### config.mk
export PLATFORM = sky130hd
export DESIGN_NAME = swm_ram
export DESIGN_NICKNAME = d
export VERILOG_FILES = /design/src/rtl/core/swm_ram.sv
export SDC_FILE = /design/constraint.sdc
export NUM_CORES = 2
export LEC_CHECK = 0
export BUFFER_PORTS_ARGS = -buffer_cell sky130_fd_sc_hd__buf_2
export CAP_MARGIN = 10
export CORE_MARGIN = 4
export CORE_UTILIZATION = 40
export DETAILED_ROUTE_END_ITERATION = 6
export PLACE_DENSITY_LB_ADDON = 0.1
export SYNTH_ARGS = -nofsm -noshare
export SYNTH_HDL_FRONTEND = slang
export SYNTH_SLANG_ARGS = --single-unit
### constraint.sdc
create_clock -name clk -period 4 [get_ports clk]
set_clock_uncertainty 0.15 [all_clocks]
set_input_delay 0.4 -clock clk [delete_from_list [all_inputs] [get_ports clk]]
set_output_delay 0.4 -clock clk [all_outputs]
set_load 0.02 [all_outputs]
### src/rtl/core/swm_ram.sv
`timescale 1ns / 1ps
`default_nettype none

module swm_ram #(
	parameter int WIDTH = 32,
	parameter int DEPTH = 64
) (
	input  wire logic                     clk,
	input  wire logic                     we,
	input  wire logic [$clog2(DEPTH)-1:0] waddr,
	input  wire logic [WIDTH-1:0]         wdata,
	input  wire logic [$clog2(DEPTH)-1:0] raddr,
	output logic      [WIDTH-1:0]         rdata
);

	logic [WIDTH-1:0] mem [DEPTH];

	always_ff @(posedge clk) begin
		if (we) begin
			mem[waddr] <= wdata;
		end
		rdata <= mem[raddr];
	end

endmodule

`default_nettype wire

==> key figures <==
Timing
  – Final slew viol count: 0
  – Fin crit share: 71.2%
  – Fin crit period: 2.85 ns
  – Final setup violation count: 0
  – Final Hold Fails: 0
  – Setup TNS: 0 ns
  – Slew HR: 14.3%
  – Fmax achieved: 351 MHz
  – Worst Tran Pin Value: 1.29 ns
  – RSZ-0062 raised after global routing: false
  – Crit path setup slack, layout: 1.15 ns

Placement
  – Placed Cells: 6086
  – RD Place Congestion: 0.788
  – Post-place setup slack: 0.146 ns
  – Number of port buffers: 77
  – DP Wirelength: 130 mm

Worst setup path
  – Critical Path Source Type: input port
  – WP data arrival: 3.40 ns
  – CP endpoint kind: flip-flop
  – Critical Setup Path Class: input port to flip-flop
  – Crit path max fanout: 43
  – Data required time at the worst endpoint: 4.55 ns

Logic synthesis
  – Xor/xnor share of the synthesized area: 0%
  – Syn. warnings: 0
  – Seq/Total Area, Yosys: 79.1%
  – Top-area cell type share of the netlist area: 78.3%
  – Post-synthesis mux area share: 16.8%
  – Mapped Area: 78500 um2
  – Post-Syn Area per Cell: 23.6 um2
  – Syn nets: 3370
  – Post-Synth Adder-Cell Area: 0%
  – Post-synthesis simple-gate area fraction: 1.27%
  – Post-synthesis compound-gate area fraction: 1.67%
  – Synth area leaders: edfxtp_1, mux4_2, mux2i_1, dfxtp_1, o22ai_1
  – Synth area leader: edfxtp_1
  – Yosys reg bits: 2080
  – Post-synthesis cell type count: 34
  – Largest family of logic cells by synthesized area: multiplexers
  – Post-Synthesis Cells: 3324

GRT
  – GRT overflow: 0
  – Vias in the first global route: 38400
  – First-pass GRT wire length: 308 mm
  – Total track usage: 21.8%
  – Largest net degree at the start of global routing: 66
  – Initial antenna violation count: 24

Drt
  – Detailed Route WL: 223 mm
  – DRC marker count from the first detailed-route iteration: 4395
  – ANT nets after route: 0
  – DR pass1 iterations: 5
  – Routed WL per cell: 34.2 um
  – Vias: 37400
  – DRC errors left: 0
  – Vias per cell: 5.74

Power and ir drop
  – Lkg Pwr: 28.5 nW
  – Max VDD drop: 0.462 mV
  – PwrDens: 510 nW/um2

CTS
  – CTS clk-pin slew, worst paths: 0.06 ns
  – CTS tree: yes
  – CTS Buffer Depth: 3
  – Clock Sinks: 2080
  – Htree depth: 4
  – PostCTS Resize Cnt: 0
  – Root buf cell: clkbuf_16
  – Postcts setup bufs: 0
  – Cts bufs inserted: 214
  – Worst-skew pair later-pin latency: 0.86 ns

Layout
  – Final non-filler cell total: 6513
  – Share of layout cells above drive strength 1: 32.5%
  – Area growth from synthesis to layout: 16.1%
  – Fill cell count: 16000
  – Nets: 3736
  – Fin util: 46.8%

Floorplan
  – Core ar.: 195000 um2
  – Die width: 451 um
  – Rows: 162
  – Die H: 451 um
  – Ports: 78
  – Die area: 203000 um2
  – Starting Density: 40.3%

Run
  – Max-cap check violation count: 0

Outcome
  – Status: completed

Worst hold path
  – Worst hold path type: input port to flip-flop
-- metal layers --
metal,global-route usage (%),part of all wire [%],vias to the layer above
li1,-,-,15000
met1,31.0,42,20700
met2,34.8,48,1383
met3,3.89,7.0,304
met4,6.69,2.9,2
met5,0,0.0049,-
-- area by class of cell --
| cell class | count | area [um2] | share of cell area, % |
|---|---|---|---|
| Antenna cell | 17 | 42.5 | 0.0467 |
| Clock buffer | 263 | 5640 | 6.19 |
| Clock inverter | 135 | 1380 | 1.51 |
| Multi-Input combinational cell | 1062 | 16000 | 17.5 |
| Sequential cell | 2080 | 62100 | 68.2 |
| Tap cell | 2624 | 3280 | 3.60 |
| Timing Repair Buffer | 332 | 2690 | 2.95 |
-- power breakdown --
group	total (mW)	switching [mW]	internal, mW
combinational	2.50	1.61	0.898
clock	19.8	8.33	11.4
sequential	24.2	0.109	24.1
-- state kept, by name, indices dropped and copies added (netlist names) --
name,flops
mem,2048
rdata,32
-- repair_timing --
action	CTS	global route
hold endpoints to repair	278	0
hold buffers	12	0
endpoints found under the setup margin	0	0
-- critical path, cell delays in order --
cell	delay, ns
buf_8	0.43
buf_12	0.32
buf_4	0.38
mux4_2	0.38
mux4_2	0.56
o22ai_1	0.66
nor2_1	0.14
-- cell usage after synthesis --
cell type  instances
dfxtp_1           32
clkbuf_1          74
nand4_1            2
edfxtp_1        2048
or3_1              3
buf_6              5
o32ai_1            4
nor3_1             7
nand4b_1           1
or2_0              1
buf_1             21
and2_1             2
o22ai_1           84
a311oi_1           8
nor2b_1           15
nand2_1           26
a41o_1             4
nand2b_1           8
mux2i_1           93
a31oi_1            1
mux4_2           544
and3_1             4
buf_2             57
or3b_1             2
nand3_1            5
or2_2              1
o221ai_1          27
a22oi_1           12
buf_4             25
nand3b_1           5
a21oi_1           62
or3b_2             3
nor2_1           137
or2_1              1
-- kinds of logic (layout without fill, tap and decap cells) --
group / Yosys count / in the layout
flip-flops: 2080 / 2080
multiplexers: 637 / 637
AND/OR/NAND/NOR: 223 / 223
AO/OA/AOI/OAI: 202 / 202
buffers and inverters: 182 / 730
other: 0 / 17
-- metrics by stage --
step | power (mW) | cell area [um2] | hold slack, ns
global placement | 27.2 | 84000 | 0.586
detailed placement | 27.2 | 84000 | 0.655
global route | 48.0 | 91100 | 0.0909
floorplan | 25.9 | 78500 | 0.349
CTS | 47.0 | 91100 | 0.0409
finish | 46.5 | 91200 | 0.0981
-- cell usage in the layout, fill, tap and decap left out, types with 4 or more instances in the layout --
cell / netlist / final
nor3_1: 7 / 5
buf_4: 25 / 217
nand2b_1: 8 / 7
a22oi_1: 12 / 12
clkbuf_8: 0 / 8
nand3b_1: 5 / 5
edfxtp_1: 2048 / 2048
diode_2: 0 / 17
buf_2: 57 / 73
clkinv_2: 0 / 50
o221ai_1: 27 / 27
a311oi_1: 8 / 5
mux2i_1: 93 / 93
o32ai_1: 4 / 4
dfxtp_1: 32 / 32
clkbuf_16: 0 / 215
and3_1: 4 / 4
clkinv_1: 0 / 36
o22ai_1: 84 / 84
a21oi_1: 62 / 62
clkinvlp_4: 0 / 10
nor2b_1: 15 / 15
nor2_4: 0 / 62
mux4_2: 544 / 544
nand3_1: 5 / 5
nand2_1: 26 / 26
bufinv_16: 0 / 22
buf_12: 0 / 26
clkinv_8: 0 / 9
clkbuf_1: 74 / 40
dlygate4sd3_1: 0 / 12
a41o_1: 4 / 4
nor2_1: 137 / 75
-- path summary, 6_finish.rpt --
check	startpoint	end	slack, ns	cells past startpoint
min reg2reg	mem[12][20]	rdata[20]	0.66	4
max reg2reg	mem[30][24]	rdata[24]	1.35	4
min	wdata[13]	mem[24][13]	0.1	1
max	raddr[1]	rdata[10]	1.15	7
Note: power is estimated with default switching activity, not from simulation.
