## src/rtl/core/swm_pkg.sv

```systemverilog
`timescale 1ns / 1ps
`default_nettype none

package swm_pkg;

	// fixed field widths
	localparam int SAMPLE_W = 32;
	localparam int MEDIAN_W = 33;
	localparam int WSIZE_W  = 7;

	localparam logic [WSIZE_W-1:0] WSIZE_RST = 7'd3;

	// defaults for the top level parameters
	localparam int WINDOW_MAX_DEF  = 64;
	localparam int SAMPLE_BITS_DEF = 32;

	// cells per group in the median pick tree
	localparam int GROUP_N = 8;

	// one operation per cycle along the cell row
	typedef struct packed {
		logic clear;
		logic evict;
		logic insert;
	} cell_cmd_t;

endpackage

`default_nettype wire

```

## src/rtl/core/swm_cell.sv

```systemverilog
`timescale 1ns / 1ps
`default_nettype none

module swm_cell #(
	parameter int VW = 32,
	parameter int AW = 6
) (
	input  wire logic                   clk,
	input  wire logic                   arst_n,
	input  wire swm_pkg::cell_cmd_t     cmd,
	input  wire logic signed [VW-1:0]   new_val,
	input  wire logic signed [VW-1:0]   ev_val,
	input  wire logic        [AW-1:0]   ev_age,
	input  wire logic signed [VW-1:0]   left_val,
	input  wire logic        [AW-1:0]   left_age,
	input  wire logic                   left_valid,
	input  wire logic                   left_lt,
	input  wire logic signed [VW-1:0]   right_val,
	input  wire logic        [AW-1:0]   right_age,
	input  wire logic                   right_valid,
	output logic signed [VW-1:0]        val,
	output logic        [AW-1:0]        age,
	output logic                        valid,
	output logic                        lt
);

	import swm_pkg::*;

	logic signed [VW-1:0] val_q;
	logic [AW-1:0]        age_q;
	logic                 valid_q;
	logic                 shift_left;

	// new sample goes in after any equal values
	assign lt = !valid_q || (new_val < val_q);

	// equal values sit youngest last, so the age breaks the tie
	assign shift_left = valid_q && ((val_q > ev_val) ||
		((val_q == ev_val) && (age_q <= ev_age)));

	always_ff @(posedge clk or negedge arst_n) begin
		if (!arst_n) begin
			valid_q <= 1'b0;
		end else if (cmd.clear) begin
			valid_q <= 1'b0;
		end else if (cmd.evict && shift_left) begin
			valid_q <= right_valid;
		end else if (cmd.insert && lt) begin
			valid_q <= left_lt ? left_valid : 1'b1;
		end
	end

	always_ff @(posedge clk) begin
		if (cmd.evict && shift_left) begin
			val_q <= right_val;
			age_q <= right_age;
		end else if (cmd.insert) begin
			if (lt && left_lt) begin
				val_q <= left_val;
				age_q <= left_age + AW'(1);
			end else if (lt) begin
				val_q <= new_val;
				age_q <= '0;
			end else begin
				age_q <= age_q + AW'(1);
			end
		end
	end

	assign val   = val_q;
	assign age   = age_q;
	assign valid = valid_q;

endmodule

`default_nettype wire

```

## config.mk

```make
export PLATFORM = sky130hd
export DESIGN_NAME = swm_cell
export DESIGN_NICKNAME = d
export VERILOG_FILES = /design/src/rtl/core/swm_pkg.sv /design/src/rtl/core/swm_cell.sv
export SDC_FILE = /design/constraint.sdc
export NUM_CORES = 1
export LEC_CHECK = 0
export ABC_AREA = 0
export BUFFER_PORTS_ARGS = -buffer_cell sky130_fd_sc_hd__clkbuf_2
export CAP_MARGIN = 30
export CORE_ASPECT_RATIO = 0.75
export CORE_MARGIN = 4
export CORE_UTILIZATION = 48
export CTS_CLUSTER_SIZE = 25
export DETAILED_ROUTE_END_ITERATION = 10
export PLACE_DENSITY = 0.9
export SETUP_SLACK_MARGIN = 0.5
export SYNTH_ARGS = -nofsm -noshare
export SYNTH_HDL_FRONTEND = slang
export SYNTH_SLANG_ARGS = --single-unit
```

## constraint.sdc

```tcl
create_clock -name clk -period 4.7 [get_ports clk]
set_clock_uncertainty 0.15 [all_clocks]
set_input_delay 0.94 -clock clk [delete_from_list [all_inputs] [get_ports clk]]
set_output_delay 0.94 -clock clk [all_outputs]
set_load 0.02 [all_outputs]
```

==> qor.csv, run 1 <==
stage,metric,value,unit
routing,drtIter0Drc,174,
synthesis,synth_top_family_by_area,adder cells,
routing,dr_total_vias,4014,
floorplanning,pin_count,194,
final_layout,n_antenna_cell,0,
power_and_ir_drop,p_per_area,289,nW/um^2
worst_setup_path,reg2regPathDepth,10,
power_and_ir_drop,vdd_drop_max,0.177,mV
floorplanning,die_w,114,um
worst_setup_path,end_kind,output port,
placement,gp_congestion,0.943,
synthesis,synthAdderAreaFrac,22.2,%
final_layout,drive_gt1_share,34.0,%
floorplanning,num_rows,28,
final_layout,syn2layout_area_growth,29.7,%
clocking,clk_latency,0.29,ns
routing,wire_per_inst,16.0,um
hold_path,hold_path.class,input port to async pin,
worst_setup_path,worstPathRequired,3.61,ns
worst_setup_path,critical_path_class,input port to output port,
worst_setup_path,crit_family,compound AO/OA/AOI/OAI gates,
clocking,htree_levels,2,
clocking,postCtsHoldBufs,0,
placement,dp_hpwl,10300,um
routing,antenna_left,0,
final_layout,regArea,1170,sq um
synthesis,avgSynthCellArea,8.81,sq um
synthesis,synth_edf_count,38,
clocking,tritoncts,yes,
synthesis,ys.flop_type,edfxtp_1,
synthesis,synth-seq-cells,39,
global_routing,first_global_vias,4033,
worst_setup_path,crit_arrival,2.92,ns
clocking,cts_buffers,5,
synthesis,synth-compound-area-share,16.0,%
timing,setup_viol,0,
timing,slew_viol_final,0,
flow_run,max_cap_violations,0,
synthesis,yosys.area_share.xor_xnor,1.75,%
timing,max_freq,0.250,GHz
timing,relSlewSlack,57.4,%
synthesis,synth_async_sr_flop_share,2.56,%
floorplanning,start_util,50.0,%
placement,pre_cts_ws,0.589,ns
routing,wirelength,12100,um
synthesis,synth_simple_gate_area_share,12.4,%
run_status,status,finished clean,
floorplanning,core-area,8020,sq um
final_layout,final_common_cell,clkbuf_2,
timing,finalWorstSetupSlack,0.693,ns
timing,rsz0062_at_grt,false,
global_routing,grt_max_degree,39,
synthesis,synthCells,455,
clocking,clock_sinks,39,
worst_setup_path,crit_fanout,7,
timing,min_period,4.01,ns
clocking,post_cts_buffers,0,
worst_setup_path,critPathBufInv,2,
synthesis,yosysSeqAreaShare,29.1,%
synthesis,yosysTopAreaCell,edfxtp_1,
power_and_ir_drop,p_leak,2.85,nW
timing,period_share,85.3,%
global_routing,antenna_found_initial,0,
worst_setup_path,critPathMaxStageDelay,0.35,ns
clocking,clockBufferDepth,2,
routing,vias_per_cell,5.30,
synthesis,synth_nets,680,
timing,worst_pin_slew,0.634,ns
timing,final_hold_viol_count,0,
final_layout,multiInputGateArea,2480,sq um
worst_setup_path,cpMaxStageDelayCell,a211oi_2,
worst_setup_path,r2r-start,val[31]$_DFFE_PP_,
global_routing,grt_pass1_wl,19200,um
routing,dr.pass1.iters,4,
final_layout,fin_util,64.8,%
worst_setup_path,cp-start-kind,input port,
synthesis,synth_area_leaders,"edfxtp_1, ha_1, a21oi_1",
worst_setup_path,timing.rr.end,valid$_DFFE_PN0P_,
timing,finalSetupTns,0,ns
routing,drc,0,
worst_setup_path,crit_chain,clkbuf_2 -> ha_1 -> a21oi_1 -> o21ai_1 -> a211oi_2 -> nand3_1 -> a211oi_2 -> or2_1 -> clkbuf_2,
final_layout,final_cell_mix,"clkbuf_2, inv_1, ha_1, a21oi_1, nor2_1",
placement,portBuffers,193,
synthesis,synth_top_area_share,28.5,%
clocking,clk_pin_slew,0.08,ns
global_routing,grtUsageTotal,23.6,%
clocking,ctsResizeCount,0,
synthesis,synthesis.area,4010,sq um
floorplanning,die_height,87.1,um
final_layout,nNetsFinal,876,
floorplanning,dieArea,9890,sq um
clocking,clockRootBuffer,clkbuf_8,
synthesis,synthMuxAreaShare,9.08,%
global_routing,gr-total-overflow,0,
synthesis,ys.warnings.count,0,
worst_setup_path,ff2ff_setup_slack,1.25,ns
synthesis,yosysUniqueCellTypes,47,
final_layout,fill_cells,698,
[area by class of cell]
| type | instances | area share (%) |
|---|---|---|
| Clock buffer | 5 | 1.32 |
| Clock inverter | 3 | 0.746 |
| Inverter | 75 | 5.41 |
| Multi-Input combinational cell | 328 | 47.7 |
| Sequential cell | 39 | 22.4 |
| Tap cell | 105 | 2.53 |
| Timing Repair Buffer | 202 | 19.9 |
[synthesized netlist by cell type (all sizes together), types with 2 or more instances]
library cell and number:
nand2b 2, edfxtp 38, or2 2, inv 75
o221ai 4, ha 71, xor2 5, mux2i 33
o211ai 4, nor3 3, a21oi 67, buf 10
o21a 4, mux2 3, o21ai 15, xnor2 3
nor2b 3, a211oi 5, nor4 3, nor2 44
a21o 2, nand2 23, nand4 13, clkbuf 3
nand3 8
[metrics by stage]
step | power, mW | cells | area, sq um | hold slack [ns]
global placement | 1.18 | 747 | 5080 | 0.510
floorplan | 0.970 | 455 | 4010 | 0.494
detailed placement | 1.22 | 747 | 5080 | 0.540
finish | 1.50 | 757 | 5200 | 0.261
global route | 1.61 | 757 | 5200 | 0.254
CTS | 1.50 | 755 | 5180 | 0.256
[kinds of logic (layout without fill, tap and decap cells)]
| group | after synthesis | count (layout) |
|---|---|---|
| xor+xnor | 8 | 8 |
| buf+inv | 88 | 285 |
| fa+ha+maj | 71 | 71 |
| mux | 36 | 36 |
| simple gates | 105 | 105 |
| compound gates | 108 | 108 |
| flops | 39 | 39 |
[registers in the layout, indices dropped and copies added, names as in the netlist]
| name | count |
|---|---|
| val | 32 |
| age | 6 |
| valid | 1 |
[how the worst max path moves through the flow]
stage	startpoint	end	slack, ns	cells past startpoint
3_5_place_dp	new_val[2]	lt	0.59	9
3_3_place_gp	new_val[2]	lt	0.63	9
6_report	new_val[21]	lt	0.69	9
5_1_grt	new_val[2]	lt	0.53	9
4_1_cts	new_val[2]	lt	0.58	9
2_1_floorplan	ev_val[15]	val[0]$_DFFE_PP_	0.78	11
[report_power, final]
part           total (mW)  leakage (nW)  internal, mW  switching [mW]
logic               0.694          2.41         0.293           0.402
clock network       0.281        0.0556         0.156           0.125
registers           0.526         0.385         0.466          0.0605
total                1.50          2.85         0.914           0.587
[layer usage]
layer / track usage, % / vias to the layer above / part of all wire (%)
met5: 0 / - / 0
met4: 3.71 / 0 / 0.87
met3: 2.29 / 8 / 6.0
met2: 41.7 / 129 / 49
met1: 32.1 / 1873 / 44
li1: - / 2004 / -
No activity file was read; power rests on OpenSTA's default activity.
==> inputs of run 2 (changes only) <==
- CORE_UTILIZATION: 48 -> 35
- PLACE_DENSITY: 0.9 -> 0.7
- SLEW_MARGIN: unset -> 10
==> qor.csv, run 2 (synthesized netlist as in run 1, its figures left out) <==
stage,metric,value,unit
floorplanning,start_util,36.2,%
clocking,clock_sinks,39,
worst_setup_path,crit_fanout,7,
worst_setup_path,end_kind,output port,
timing,final_hold_viol_count,0,
final_layout,syn2layout_area_growth,31.4,%
worst_setup_path,cp-start-kind,input port,
run_status,status,finished clean,
worst_setup_path,critPathMaxStageDelay,0.43,ns
timing,worst_pin_slew,0.801,ns
floorplanning,core-area,11100,sq um
timing,setup_viol,0,
worst_setup_path,crit_arrival,2.95,ns
timing,min_period,4.04,ns
clocking,clockRootBuffer,clkbuf_16,
clocking,cts_buffers,5,
clocking,ctsResizeCount,0,
flow_run,max_cap_violations,0,
floorplanning,die_w,132,um
final_layout,final_cell_mix,"clkbuf_2, inv_1, ha_1, a21oi_1, nor2_1",
clocking,clk_pin_slew,0.06,ns
global_routing,antenna_found_initial,0,
worst_setup_path,crit_family,simple AND/OR/NAND/NOR gates,
global_routing,gr-total-overflow,0,
clocking,htree_levels,2,
final_layout,n_antenna_cell,0,
global_routing,grtUsageTotal,16.9,%
power_and_ir_drop,p_leak,2.86,nW
global_routing,first_global_vias,3998,
hold_path,hold_path.class,input port to async pin,
routing,drc,0,
floorplanning,pin_count,194,
clocking,clk_latency,0.28,ns
final_layout,drive_gt1_share,33.7,%
placement,dpl-instance-area,5120,sq um
timing,period_share,85.9,%
placement,portBuffers,193,
final_layout,fill_cells,1079,
timing,finalSetupTns,0,ns
worst_setup_path,worstPathRequired,3.61,ns
placement,gp_congestion,0.867,
placement,dp_hpwl,10000,um
routing,wire_per_inst,14.7,um
routing,drtIter0Drc,149,
worst_setup_path,critical_path.most_common_cell,clkbuf_2,
floorplanning,die_height,101,um
worst_setup_path,crit_chain,clkbuf_2 -> ha_1 -> nand4_2 -> nor3_1 -> nand2_1 -> and3_4 -> o21ai_2 -> or2_1 -> clkbuf_2,
floorplanning,num_rows,33,
routing,dr.pass1.iters,4,
global_routing,use_met2,29.9,%
final_layout,largest_reg_flops,32,
global_routing,grt_max_degree,37,
final_layout,fin_cells,789,
clocking,tritoncts,yes,
placement,placed_cells,780,
timing,relSlewSlack,46.4,%
power_and_ir_drop,vdd_drop_max,0.134,mV
global_routing,grt_pass1_wl,18600,um
timing,rsz0062_at_grt,false,
timing,max_freq,0.248,GHz
floorplanning,dieArea,13200,sq um
power_and_ir_drop,design_power_total,1.54,mW
global_routing,use_met1,21.9,%
worst_setup_path,critPathBufInv,2,
power_and_ir_drop,p_per_area,293,nW/um^2
routing,wirelength,11600,um
routing,antenna_left,0,
final_layout,design_area,5270,sq um
timing,slew_viol_final,0,
clocking,clockBufferDepth,2,
routing,dr_total_vias,3872,
global_routing,use_met3,3.94,%
global_routing,grt_busiest_layer,met2,
final_layout,final_common_cell,clkbuf_2,
final_layout,nNetsFinal,873,
worst_setup_path,critical_path_class,input port to output port,
worst_setup_path,cpMaxStageDelayCell,ha_1,
routing,vias_per_cell,4.91,
## run 2: changes by cell type in the layout (fill, tap and decap cells not counted), sizes merged
| cell | previous run | this run |
|---|---|---|
| buf | 9 | 6 |
| bufinv | 1 | 0 |
| clkbuf | 198 | 199 |
| clkinv | 2 | 1 |
| clkinvlp | 0 | 1 |
## run 2: cell type report
class	instances	area, sq um	area share [%]
inverters	75	282	5.34
well taps	140	175	3.33
flip-flops and latches	39	1170	22.1
repair buffers	199	1020	19.4
multi-input cells	328	2480	47.1
clock inverters	2	12.5	0.238
clock buffers	6	129	2.45
## run 2: timing repair
| action | in CTS | in global routing |
|---|---|---|
| endpoints found under the setup margin | 0 | 1 |
| buffers inserted | 0 | 1 |
| hold buffers | 0 | 0 |
## run 2: path summary, 6_finish.rpt
path	to	depth (start not counted)	slack (ns)	start
worst max-delay path	lt	9	0.66	new_val[31]
worst min-delay path	valid$_DFFE_PN0P_	1	0.27	arst_n
worst max register to register	val[11]$_DFFE_PP_	9	1.29	val[31]$_DFFE_PP_
worst min register to register	valid$_DFFE_PN0P_	2	0.53	valid$_DFFE_PN0P_
max in group asynchronous	valid$_DFFE_PN0P_	1	4.04	arst_n
min in group clk	valid$_DFFE_PN0P_	2	0.53	valid$_DFFE_PN0P_
## run 2: power breakdown
group	internal [mW]	leakage [nW]	total (mW)	switching, mW
registers	0.467	0.385	0.523	0.0568
logic	0.290	2.40	0.684	0.395
clock network	0.196	0.0669	0.334	0.138
## run 2: metrics by stage
stage	util (%)	hold WS (ns)	setup WS (ns)
2_1_floorplan	-	0.494	0.775
3_3_place_gp	46.3	0.502	0.558
3_5_place_dp	46.3	0.515	0.543
4_1_cts	47.5	0.272	0.529
5_1_grt	47.6	0.272	0.518
6_report	47.6	0.272	0.664
## run 2: layer usage
layer | share of wire (%) | up-vias
met2 | 47 | 124
li1 | - | 2004
met3 | 7.0 | 5
met4 | 0.25 | 0
met5 | 0 | -
met1 | 46 | 1739
==> inputs of run 3 (changes only) <==
--- a/config.mk
+++ b/config.mk
@@ -14,4 +14,5 @@
 export CTS_CLUSTER_SIZE = 25
 export DETAILED_ROUTE_END_ITERATION = 10
+export GPL_ROUTABILITY_DRIVEN = 0
 export PLACE_DENSITY = 0.7
 export SETUP_SLACK_MARGIN = 0.5
==> constraint.sdc (replaced) <==
create_clock -name clk -period 4.7 [get_ports clk]
set_clock_uncertainty 0.15 [all_clocks]
set_input_delay 0 -clock clk [delete_from_list [all_inputs] [get_ports clk]]
set_output_delay 0 -clock clk [all_outputs]
set_load 0.02 [all_outputs]
==> qor.csv, run 3 (synthesized netlist as in run 1, its figures left out) <==
stage,metric,value,unit
run_status,status,finished clean,
final_layout,fill_cells,984,
worst_setup_path,end_kind,flip-flop,
power_and_ir_drop,p_per_area,269,nW/um^2
timing,slew_viol_final,0,
worst_setup_path,cp-start-kind,flip-flop,
floorplanning,core-area,11100,sq um
flow_run,max_cap_violations,0,
clocking,tritoncts,yes,
clocking,clockRootBuffer,clkbuf_16,
timing,max_freq,0.266,GHz
routing,dr_total_vias,4332,
clocking,cts_buffers,5,
routing,drc,0,
worst_setup_path,crit_arrival,3.66,ns
routing,dr.pass1.iters,4,
power_and_ir_drop,p_leak,3.25,nW
final_layout,fin_cells,879,
timing,relSlewSlack,69.0,%
floorplanning,pin_count,194,
placement,placed_cells,781,
routing,wirelength,13400,um
worst_setup_path,cpMaxStageDelayCell,dlygate4sd3_1,
power_and_ir_drop,vdd_drop_max,0.153,mV
worst_setup_path,worstPathRequired,4.59,ns
global_routing,grt_max_degree,33,
hold_path,hold_path.class,input port to flip-flop,
power_and_ir_drop,design_power_total,1.66,mW
global_routing,grtUsageTotal,20.0,%
routing,antenna_left,0,
final_layout,nNetsFinal,963,
global_routing,grt_pass1_wl,21700,um
final_layout,regArea,1170,sq um
final_layout,final_common_cell,clkbuf_2,
final_layout,n_antenna_cell,0,
timing,worst_pin_slew,0.461,ns
floorplanning,dieArea,13200,sq um
floorplanning,start_util,36.2,%
timing,setup_viol,0,
floorplanning,die_w,132,um
final_layout,largest_reg_flops,32,
timing,period_share,80.1,%
timing,final_hold_viol_count,0,
clocking,htree_levels,2,
routing,wire_per_inst,15.2,um
worst_setup_path,critPathMaxStageDelay,0.57,ns
routing,drtIter0Drc,133,
floorplanning,num_rows,33,
final_layout,drive_gt1_share,30.9,%
global_routing,gr-total-overflow,0,
worst_setup_path,critical_path.most_common_cell,nand4_1,
worst_setup_path,reg2regPathDepth,11,
timing,rsz0062_at_grt,false,
worst_setup_path,ff2ff_setup_slack,0.94,ns
final_layout,multiInputGateArea,2490,sq um
worst_setup_path,critical_path_class,flip-flop to flip-flop,
final_layout,design_area,6180,sq um
placement,portBuffers,193,
timing,min_period,3.76,ns
routing,vias_per_cell,4.93,
clocking,clk_latency,0.29,ns
placement,dp_hpwl,10400,um
floorplanning,die_height,101,um
worst_setup_path,crit_fanout,32,
final_layout,final_cell_mix,"clkbuf_2, dlygate4sd3_1, inv_1, ha_1, a21oi_1",
timing,finalSetupTns,0,ns
hold_path,hp-start,new_val[18],
clocking,clk_pin_slew,0.06,ns
hold_path,holdPathEnd,val[18]$_DFFE_PP_,
final_layout,syn2layout_area_growth,54.1,%
clocking,clock_sinks,39,
hold_path,hold_path_depth,3,
clocking,clockBufferDepth,2,
worst_setup_path,timing.rr.end,val[11]$_DFFE_PP_,
worst_setup_path,r2r-start,val[29]$_DFFE_PP_,
global_routing,antenna_found_initial,0,
placement,dpl-instance-area,5130,sq um
global_routing,first_global_vias,4614,
worst_setup_path,crit_chain,ha_1 -> nand4_1 -> nor2_1 -> nand4_1 -> o211ai_1 -> mux2_2 -> o211ai_4 -> buf_16 -> buf_4 -> a21oi_1 -> dlygate4sd3_1,
## run 3: cell types whose count changed in the layout (fill, tap and decap cells not counted)
cell / previous run / this run
dlygate4sd3_1: 0 / 83
clkbuf_1: 1 / 0
nor4_1: 2 / 1
buf_16: 0 / 1
nor4_2: 1 / 2
clkinv_2: 1 / 3
clkinvlp_4: 1 / 0
buf_4: 5 / 11
## run 3: cell type report
cell class,instances,share of cell area (%)
clock inverter,3,0.243
tap,140,2.84
clock buffer,5,2.03
timing repair buffer,289,31.2
sequential,39,18.9
multi-input combinational,328,40.3
inverter,75,4.56
## run 3: how the worst max path moves through the flow
| stage | start | end | cells past startpoint |
|---|---|---|---|
| 5_1_grt | val[31]$_DFFE_PP_ | val[0]$_DFFE_PP_ | 11 |
| 3_5_place_dp | val[2]$_DFFE_PP_ | val[15]$_DFFE_PP_ | 11 |
| 6_report | val[29]$_DFFE_PP_ | val[11]$_DFFE_PP_ | 11 |
| 4_1_cts | val[2]$_DFFE_PP_ | val[31]$_DFFE_PP_ | 12 |
| 3_3_place_gp | val[31]$_DFFE_PP_ | val[9]$_DFFE_PP_ | 9 |
| 2_1_floorplan | val[15]$_DFFE_PP_ | val[0]$_DFFE_PP_ | 10 |
## run 3: repair_timing
action                                 4_1_cts  5_1_grt
setup endpoints to repair                    0       13
gates resized for setup                      0        1
hold buffers                                82        1
buffers inserted                             0        7
endpoints found under the hold margin       40        1
## run 3: layer usage
metal  share of wire, %  wire length, um  track usage, %
met1                 43             5770            24.1
met4                2.0              261            5.49
met3                6.2              830            4.64
met2                 49             6500            36.3
met5                  0                0               0
## run 3: critical path, delay by kind of cell, from the launching register on
kind / cells / cell delay, ns
multiplexers: 1 / 0.40
buffers and inverters: 3 / 1.10
flip-flops: 1 / 0.43
AND/OR/NAND/NOR: 3 / 0.50
adder cells (fa/ha/maj): 1 / 0.33
AO/OA/AOI/OAI: 3 / 0.59
## run 3: stage by stage
stage               hold WS [ns]  utilization [%]  setup WS, ns
floorplan                 -0.446                -          1.19
global placement          -0.374             46.1         0.959
detailed placement        -0.372             46.4          1.01
CTS                      0.00262             55.1         0.514
global route              0.0246             55.8         0.753
finish                   0.00446             55.8         0.936
## run 3: report_power, final
group / internal [mW] / switching (mW)
Combinational: 0.370 / 0.424
Clock: 0.194 / 0.149
Sequential: 0.466 / 0.0567
Total: 1.03 / 0.629
